## config.mk

```make
export PLATFORM = sky130hd
export DESIGN_NAME = ddo_ctrl
export DESIGN_NICKNAME = d
export VERILOG_FILES = /design/src/design/ddo_pkg.sv /design/src/design/ddo_ctrl.sv
export SDC_FILE = /design/constraint.sdc
export NUM_CORES = 1
export LEC_CHECK = 0
export ABC_AREA = 0
export BUFFER_PORTS_ARGS = -buffer_cell sky130_fd_sc_hd__buf_2
export CORE_AREA = 2 2 39 41
export CTS_CLUSTER_SIZE = 10
export DETAILED_ROUTE_END_ITERATION = 8
export DIE_AREA = 0 0 41 43
export PLACE_DENSITY_LB_ADDON = 0.12
export REMOVE_ABC_BUFFERS = 1
export SYNTH_ARGS = -nofsm -noshare
export SYNTH_HDL_FRONTEND = slang
export SYNTH_SLANG_ARGS = --single-unit
```

## constraint.sdc

```tcl
create_clock -name i_clk -period 2.3 [get_ports i_clk]
set_input_delay 0.69 -clock i_clk [delete_from_list [all_inputs] [get_ports i_clk]]
set_output_delay 0.69 -clock i_clk [all_outputs]
set_load 0.05 [all_outputs]
```

## src/design/ddo_pkg.sv

```systemverilog
// ============================================================================
// ddo_pkg
// Shared types, constants and a function of the wheel odometry block.
// ============================================================================
package ddo_pkg;

    localparam int CORDIC_STEPS = 16;
    localparam int STEP_W       = $clog2(CORDIC_STEPS + 1);

    localparam logic [31:0] CORDIC_X0 = 32'd652032874;

    localparam logic [1:0] REG_DIST_GAIN   = 2'd0;
    localparam logic [1:0] REG_YAW_GAIN    = 2'd1;
    localparam logic [1:0] REG_SAMPLE_RATE = 2'd2;

    localparam logic [23:0] DIST_GAIN_RST   = 24'd14641;
    localparam logic [23:0] YAW_GAIN_RST    = 24'd1988411;
    localparam logic [15:0] SAMPLE_RATE_RST = 16'd50;

    typedef enum logic [6:0] {
        S_IDLE  = 7'b0000001,
        S_PREP  = 7'b0000010,
        S_MUL   = 7'b0000100,
        S_ROT1  = 7'b0001000,
        S_POS   = 7'b0010000,
        S_ROT2  = 7'b0100000,
        S_OUT   = 7'b1000000
    } t_state;

    typedef struct packed {
        logic load;
        logic prep;
        logic mul;
        logic rot_start;
        logic rot_half;
        logic rot_step;
        logic pos;
        logic fin;
    } t_cmd;

    typedef struct packed {
        logic rot_done;
    } t_status;

    function automatic logic [31:0] atan_lut(input logic [4:0] i);
        logic [31:0] v;
        case (i)
            5'd0:  v = 32'h20000000;  5'd1:  v = 32'h12E4051E;
            5'd2:  v = 32'h09FB385B;  5'd3:  v = 32'h051111D4;
            5'd4:  v = 32'h028B0D43;  5'd5:  v = 32'h0145D7E1;
            5'd6:  v = 32'h00A2F61E;  5'd7:  v = 32'h00517C55;
            5'd8:  v = 32'h0028BE53;  5'd9:  v = 32'h00145F2F;
            5'd10: v = 32'h000A2F98;  5'd11: v = 32'h000517CC;
            5'd12: v = 32'h00028BE6;  5'd13: v = 32'h000145F3;
            5'd14: v = 32'h0000A2FA;  5'd15: v = 32'h0000517D;
            5'd16: v = 32'h000028BE;  5'd17: v = 32'h0000145F;
            5'd18: v = 32'h00000A30;  5'd19: v = 32'h00000518;
            5'd20: v = 32'h0000028C;  5'd21: v = 32'h00000146;
            5'd22: v = 32'h000000A3;  5'd23: v = 32'h00000051;
            5'd24: v = 32'h00000029;  5'd25: v = 32'h00000014;
            5'd26: v = 32'h0000000A;  5'd27: v = 32'h00000005;
            5'd28: v = 32'h00000003;  5'd29: v = 32'h00000001;
            default: v = 32'h0;
        endcase
        return v;
    endfunction

endpackage

```

## src/design/ddo_ctrl.sv

```systemverilog
// ============================================================================
// ddo_ctrl
// Sequencer that steps the datapath through one sample request.
// ============================================================================
module ddo_ctrl import ddo_pkg::*; (
    input  logic    i_clk,
    input  logic    i_rst_n,
    input  logic    i_in_valid,
    output logic    o_in_stall,
    input  logic    i_out_free,
    input  t_status i_status,
    output t_cmd    o_cmd
);

    t_state r_state, n_state;

    always_ff @(posedge i_clk) begin
        if (!i_rst_n) begin
            r_state <= S_IDLE;
        end else begin
            r_state <= n_state;
        end
    end

    always_comb begin
        n_state = r_state;
        o_cmd   = '0;
        o_in_stall = 1'b1;
        case (r_state)
            S_IDLE: begin
                o_in_stall = 1'b0;
                if (i_in_valid) begin
                    o_cmd.load = 1'b1;
                    n_state = S_PREP;
                end
            end
            S_PREP: begin
                o_cmd.prep = 1'b1;
                n_state = S_MUL;
            end
            S_MUL: begin
                o_cmd.mul = 1'b1;
                o_cmd.rot_start = 1'b1;
                n_state = S_ROT1;
            end
            S_ROT1: begin
                o_cmd.rot_step = 1'b1;
                if (i_status.rot_done) begin
                    n_state = S_POS;
                end
            end
            S_POS: begin
                o_cmd.pos = 1'b1;
                o_cmd.rot_start = 1'b1;
                o_cmd.rot_half = 1'b1;
                n_state = S_ROT2;
            end
            S_ROT2: begin
                o_cmd.rot_step = 1'b1;
                if (i_status.rot_done) begin
                    n_state = S_OUT;
                end
            end
            S_OUT: begin
                if (i_out_free) begin
                    o_cmd.fin = 1'b1;
                    n_state = S_IDLE;
                end
            end
            default: n_state = S_IDLE;
        endcase
    end

endmodule

```

Word level (Yosys, flattened, before mapping)
Index checks and enable logic that the tools add are counted.
{"block": "word_totals", "register_bits": 7, "in_bits": 5, "out_inout_bits": 9, "word_cells": 30}
{"block": "op_classes", "eq_ne": 11, "n_mux": 15, "reduce_logical": 3}
{"cell": "case mux 7 bit (7 select lines)", "n": 1}
{"cell": "two-way mux 7 bit", "n": 4}
{"cell": "two-way mux 1 bit", "n": 10}
{"cell": "inequality test 2 bit (second input constant)", "n": 4}
{"cell": "equality test 7 x 1 -> 1 bit (second input constant)", "n": 1}
{"cell": "equality test 7 x 2 -> 1 bit (second input constant)", "n": 1}
{"cell": "equality test 7 x 3 -> 1 bit (second input constant)", "n": 1}
{"cell": "equality test 7 x 4 -> 1 bit (second input constant)", "n": 1}
{"cell": "equality test 7 x 5 -> 1 bit (second input constant)", "n": 1}
{"cell": "equality test 7 x 6 -> 1 bit (second input constant)", "n": 1}
{"cell": "equality test 7 bit (second input constant)", "n": 1}
{"cell": "AND reduction 4 bit", "n": 1}
{"cell": "OR reduction 2 bit", "n": 2}

Depth between registers and ports, before layout
Gate-level depths: netlist of run 1.
{"block": "depth", "depth_word": 3, "depth_mapped": 5, "mapped_depth_nobuf": 4}

Worst setup path before layout of run 1
No wires, ideal clock.
{"block": "synth_timing", "path_type": "register -> output", "from": "reg r_state[3]", "to": "out o_cmd[5] (netlist bit)", "arrival_ns": 2.641, "required_ns": 1.610, "path_slack_ns": -1.031, "stages_incl_launch_ff": 3, "path_buffers": 0, "path_cell_list": "dfxtp_1 -> or4_4 -> nor4b_1"}
{"element": "from (decl)", "line_no": "ddo_ctrl.sv:15", "text": "t_state r_state, n_state;"}
{"element": "from (signal assigned)", "line_no": "ddo_ctrl.sv:21", "text": "r_state <= n_state;"}
{"element": "to (decl)", "line_no": "ddo_ctrl.sv:12", "text": "output t_cmd o_cmd"}

Final worst setup path of run 1
{"block": "layout_timing", "from": "reg r_state[5]", "to": "out o_in_stall"}
{"block": "layout_between", "elab_chain_cells": 2}
{"element": "equality test 7 x 1 -> 1 bit", "line_no": "ddo_ctrl.sv:29", "text": "case (r_state)"}
{"element": "two-way mux 1 bit", "line_no": "ddo_ctrl.sv:29"}
{"element": "to (decl)", "line_no": "ddo_ctrl.sv:9", "text": "output logic o_in_stall,"}
No other way between the ends.

==> impl_metrics.toml, run 1 <==
[global_route]
grt_pass1_vias = 388
track_usage_pct = 15.35
grt_pass1_wl_um = 1773
grt_max_degree = 11
grt_overflow_total = 0
antenna_found_initial = 0

[detailed_routing]
viasPerCell = 5.309
ant_nets = 0
wl_per_cell_um = 12.37
remaining_drc_errors = 0
firstDrtPassIters = 4
vias = 499
drtIter0Drc = 4
wirelength_um = 1163

[place]
hpwl_um = 887.3
place.port_buffers = 13
numPlacedInstances = 89
gp_congestion = 0.7845

[finish]
multiInputGateArea_sq_um = 330.3
fin_nets = 84
largest_reg_flops = 7
n_fill_cell = 129
final_common_cell = "buf_4"
area_delta_synth_final_pct = 59.07
ff_latch_area_sq_um = 142.6
diodes = 0
reg.largest.list = "r_state x7"
top_register = "r_state"
drive_above_1_share_pct = 50.00
final_cells = 94
final_cell_mix = "11 x buf_4, 5 x clkbuf_4, 5 x buf_2, 5 x buf_6, 5 x dfxtp_1"
final_util_pct = 52.35

[sta]
rsz0062_at_grt = "true"
setup_viol = 3
min_period_over_period_pct = 102.1
fin_crit_ns = 2.347
worst_slack_ns = -0.04720
clock.fmax_mhz = 426.0
max-slew-margin-rel_pct = 70.05
drv_slew = 0
hold_viol = 0
worst_pin_slew_ns = 0.4487
fin_skew_ns = 0.003364

[worst_setup_path]
critical-path-top-delay-family = "simple AND/OR/NAND/NOR gates"
worstRegToRegCells = 6
cp.depth = 4
arrival_ns = 1.66
critPathMaxStageDelay_ns = 0.44
crit_required_ns = 1.61
path_buf_inv = 2
cpMaxStageDelayCell = "or4_4"
cp-start-kind = "flip-flop"
endpoint_kind = "output port"
worstPathCellList = "or3_4, or4_4, buf_6, buf_8"
path_max_fanout = 2
crit_type = "reg2out"

[clock_network]
clk_pin_slew_ns = 0.06
cts_root_buffer = "clkbuf_4"
htreeDepth = 1
cts.sinks = 7
cts_tree = "built"
postCtsHoldBufs = 0
numCtsBuffers = 3
clock_latency_ns = 0.25
clock_path_buffers = 2

[synthesis]
postSynthAreaPerCell_sq_um = 8.593
ys_warn_count = 0
seq_area_frac_synth_pct = 30.77
synthTopCellsByArea = "dfxtp_1 31%, buf_6 4.9%, or4_4 4.9%"
synth-seq-cells = 7
netlist_area_sq_um = 455.4
syn-instance-count = 53
netlist.area_leader.share_pct = 30.77
ys_types = 29
yosysTopAreaCell = "dfxtp_1"

[floorplanning]
start_util_pct = 32.91
rows = 14
die_w_um = 41
io-pin-count = 14
die_y_um = 43
die_area_sq_um = 1763
core-area_sq_um = 1384

[power_and_ir_drop]
p_leak_nw = 0.3066
power_uw = 721.3
power.density_nw_per_um2 = 995.7
vdd.ir_drop.worst_mv = 0.4568

[flow_run]
cap_violations = 0

[outcome]
violations = "negative setup slack"
status = "finished with violations"

[hold_path]
hp-class = "reg2reg"
whs_path_depth = 3
## worst paths after layout
kind / startpoint / endpoint / slack (ns)
setup reg to reg: r_state[3]$_SDFFE_PN0P_ / r_state[3]$_SDFFE_PN0P_ / 0.28
hold reg to reg: r_state[3]$_SDFFE_PN0P_ / r_state[4]$_SDFFE_PN0P_ / 0.64
hold / removal: r_state[3]$_SDFFE_PN0P_ / r_state[4]$_SDFFE_PN0P_ / 0.64
setup / recovery: r_state[5]$_SDFFE_PN0P_ / o_in_stall / -0.05
## synthesized netlist by cell type
cell and count:
a21boi_0 2, a31oi_1 1, and2_1 1, and3_1 1, and4b_1 1, buf_4 1
buf_6 2, dfxtp_1 7, inv_1 3, nand2_1 1, nand2b_1 1, nand3_1 2
nand3b_1 1, nand4_1 1, nand4b_1 2, nor2_1 5, nor3_1 2, nor3b_1 1
nor4_1 3, nor4b_1 2, o211ai_1 2, o21a_1 2, o21ai_0 1, or2b_1 1
or3_2 1, or4_1 1, or4_4 2, xnor2_1 1, xor2_1 2
## cell families after synthesis
| family | synth area share [%] |
|---|---|
| flops | 30.77 |
| simple gates | 42.04 |
| compound gates | 12.36 |
| buf+inv | 9.066 |
| xor+xnor | 5.770 |
## power breakdown
part	switching [mW]	internal, mW
Sequential	0.0155	0.140
Clock	0.0476	0.0664
Combinational	0.240	0.213
Total	0.303	0.419
## cell type report
cell class	count	share of cell area (%)
multi-input combinational	40	45.60
tap	16	2.763
timing repair buffer	24	26.77
clock buffer	4	3.627
inverter	3	1.554
sequential	7	19.69
## through the flow
stage	setup TNS (ns)	hold WS (ns)	instance area, sq um	setup WS [ns]
global placement	-0.03636	0.6307	585.6	-0.02256
finish	-0.08938	0.6388	724.4	-0.04720
CTS	-0.2478	0.6416	688.2	-0.09344
global route	-0.3296	0.6645	724.4	-0.1121
floorplan	-4.363	0.5182	425.4	-1.031
detailed placement	-0.06140	0.6302	585.6	-0.03476
## worst min-delay path: stages (launching register included)
cell and delay (ns):
dfxtp_2 0.32, buf_4 0.15, nand4b_1 0.09, nor2_1 0.04
## metal layers
layer / share of wire (%) / global-route usage [%]
met3: 5.1 / 6.283
met5: 0 / 0
met1: 47 / 20.83
met4: 0 / 6.000
met2: 48 / 20.94
## what timing repair did
item,4_1_cts,5_1_grt
endpoints found under the setup margin,6,8
resized for setup,19,9
buffers inserted,1,0
pin swaps,3,3
No activity file was read; power rests on OpenSTA's default activity.
==> run 2: changes to the inputs <==
--- a/config.mk
+++ b/config.mk
@@ -11,7 +11,7 @@
 export CTS_CLUSTER_SIZE = 10
 export DETAILED_ROUTE_END_ITERATION = 8
 export DIE_AREA = 0 0 41 43
-export PLACE_DENSITY_LB_ADDON = 0.12
+export PLACE_DENSITY_LB_ADDON = 0.25
 export REMOVE_ABC_BUFFERS = 1
 export SYNTH_ARGS = -nofsm -noshare
 export SYNTH_HDL_FRONTEND = slang
==> impl_metrics.toml, run 2 (same netlist as run 1, synthesis figures left out) <==
[floorplanning]
die_w_um = 41
start_util_pct = 32.91
rows = 14
die_area_sq_um = 1763
io-pin-count = 14
core-area_sq_um = 1384
die_y_um = 43

[power_and_ir_drop]
p_leak_nw = 0.3068
vdd.ir_drop.worst_mv = 0.5695
power.density_nw_per_um2 = 955.4

[worst_setup_path]
worstRegToRegCells = 6
crit_type = "reg2out"
path_buf_inv = 1
crit_required_ns = 1.61
startpoint = "r_state[3]$_SDFFE_PN0P_"
cpMaxStageDelayCell = "or4_4"
path_max_fanout = 4
r2r_start = "r_state[1]$_SDFFE_PN0P_"
endpoint_kind = "output port"
critical-path-top-delay-family = "simple AND/OR/NAND/NOR gates"
cp-endpoint = "o_cmd[7]"
critPathMaxStageDelay_ns = 0.46
worstPathCellList = "or3_4, or4_4, nor2_4, buf_6"
rrSetupSlack_ns = 0.31
cp.depth = 4
arrival_ns = 1.67
cp-start-kind = "flip-flop"
r2r-end = "r_state[3]$_SDFFE_PN0P_"

[place]
dp_slack_ns = -0.08282
place.port_buffers = 13
gp_congestion = 0.8041
hpwl_um = 888.8

[clock_network]
cts_tree = "built"
cts_root_buffer = "clkbuf_4"
numCtsBuffers = 3
htreeDepth = 1
clock_latency_ns = 0.24
clk_pin_slew_ns = 0.05
cts.sinks = 7
postCtsHoldBufs = 0
clock_path_buffers = 2

[sta]
worst_pin_slew_ns = 0.4120
setup_viol = 1
hold_viol = 0
fin_skew_ns = 0.005051
drv_slew = 0
max-slew-margin-rel_pct = 72.49
worst_slack_ns = -0.05933
clock.fmax_mhz = 423.9
fin_crit_ns = 2.359
rsz0062_at_grt = "true"
hold_ws_ns = 0.6277
min_period_over_period_pct = 102.6

[detailed_routing]
firstDrtPassIters = 4
drtIter0Drc = 19
ant_nets = 0
remaining_drc_errors = 0
viasPerCell = 5.234
wirelength_um = 1187
wl_per_cell_um = 12.63
vias = 492

[finish]
top_register = "r_state"
largest_reg_flops = 7
final_common_cell = "buf_4"
reg.largest.list = "r_state x7"
n_fill_cell = 124
drive_above_1_share_pct = 50.00
final_util_pct = 52.44
multiInputGateArea_sq_um = 344.1
diodes = 0
final_cell_mix = "12 x buf_4, 7 x buf_2, 5 x buf_6, 5 x dfxtp_1, 4 x nor2_1"
ff_latch_area_sq_um = 142.6
area_delta_synth_final_pct = 59.34
fin_nets = 84

[outcome]
status = "finished with violations"
violations = "negative setup slack"

[global_route]
grt_pass1_vias = 425
antenna_found_initial = 0
grt_pass1_wl_um = 1821
grt_max_degree = 11
grt_overflow_total = 0
track_usage_pct = 14.89

[flow_run]
cap_violations = 0

[hold_path]
hp-class = "reg2reg"
[run 2: per-layer routing]
layer | routed length [um] | part of all wire, % | global-route usage [%]
met1 | 485 | 41 | 18.45
met2 | 652 | 55 | 25.62
met3 | 39 | 3.3 | 3.141
met4 | 9 | 0.76 | 2.000
met5 | 0 | 0 | 0
[run 2: timing repair]
item                                    CTS  global route
gates cloned                              0             0
setup buffers                             1             0
hold endpoints to repair                  0             0
endpoints found under the setup margin    6             9
resized for setup                        18             7
pin swaps                                 3             2
[run 2: area by class of cell]
type,instances,share of cell area [%]
Clock buffer,4,3.621
Tap cell,16,2.759
Multi-Input combinational cell,40,47.41
Inverter,3,1.552
Sequential cell,7,19.66
Timing Repair Buffer,24,25.00
[run 2: how the worst min path moves through the flow]
| stage | start | to | slack, ns | depth (start not counted) |
|---|---|---|---|---|
| after floorplan | r_state[3]$_SDFFE_PN0P_ | r_state[4]$_SDFFE_PN0P_ | 0.52 | 2 |
| after global routing | r_state[3]$_SDFFE_PN0P_ | r_state[4]$_SDFFE_PN0P_ | 0.65 | 3 |
| after global placement | r_state[3]$_SDFFE_PN0P_ | r_state[4]$_SDFFE_PN0P_ | 0.62 | 3 |
| final | r_state[3]$_SDFFE_PN0P_ | r_state[4]$_SDFFE_PN0P_ | 0.63 | 3 |
| after CTS | r_state[3]$_SDFFE_PN0P_ | r_state[4]$_SDFFE_PN0P_ | 0.63 | 3 |
| after detailed placement | r_state[3]$_SDFFE_PN0P_ | r_state[4]$_SDFFE_PN0P_ | 0.62 | 3 |
[run 2: where the power goes]
part	internal (mW)	switching, mW
Sequential	0.141	0.0151
Combinational	0.184	0.247
Clock	0.0659	0.0404
[run 2: through the flow]
stage                     setup TNS [ns]  std cells  cell area [sq um]  power, mW
final                           -0.05933         94              725.7     0.6933
after global routing             -0.1761         94              725.7     0.7270
after CTS                        -0.2238         94              686.9     0.6723
after detailed placement        -0.08282         89              585.6     0.4831
after global placement          -0.05304         89              585.6     0.4859
after floorplan                   -4.363         50              425.4     0.3743
[run 2: worst reg2reg max path, delay by kind of cell, from the launching register on]
family / cells / cell delay (ns)
AO/OA/AOI/OAI: 2 / 0.29
buffers and inverters: 2 / 0.27
flip-flops: 1 / 0.31
AND/OR/NAND/NOR: 2 / 1.06
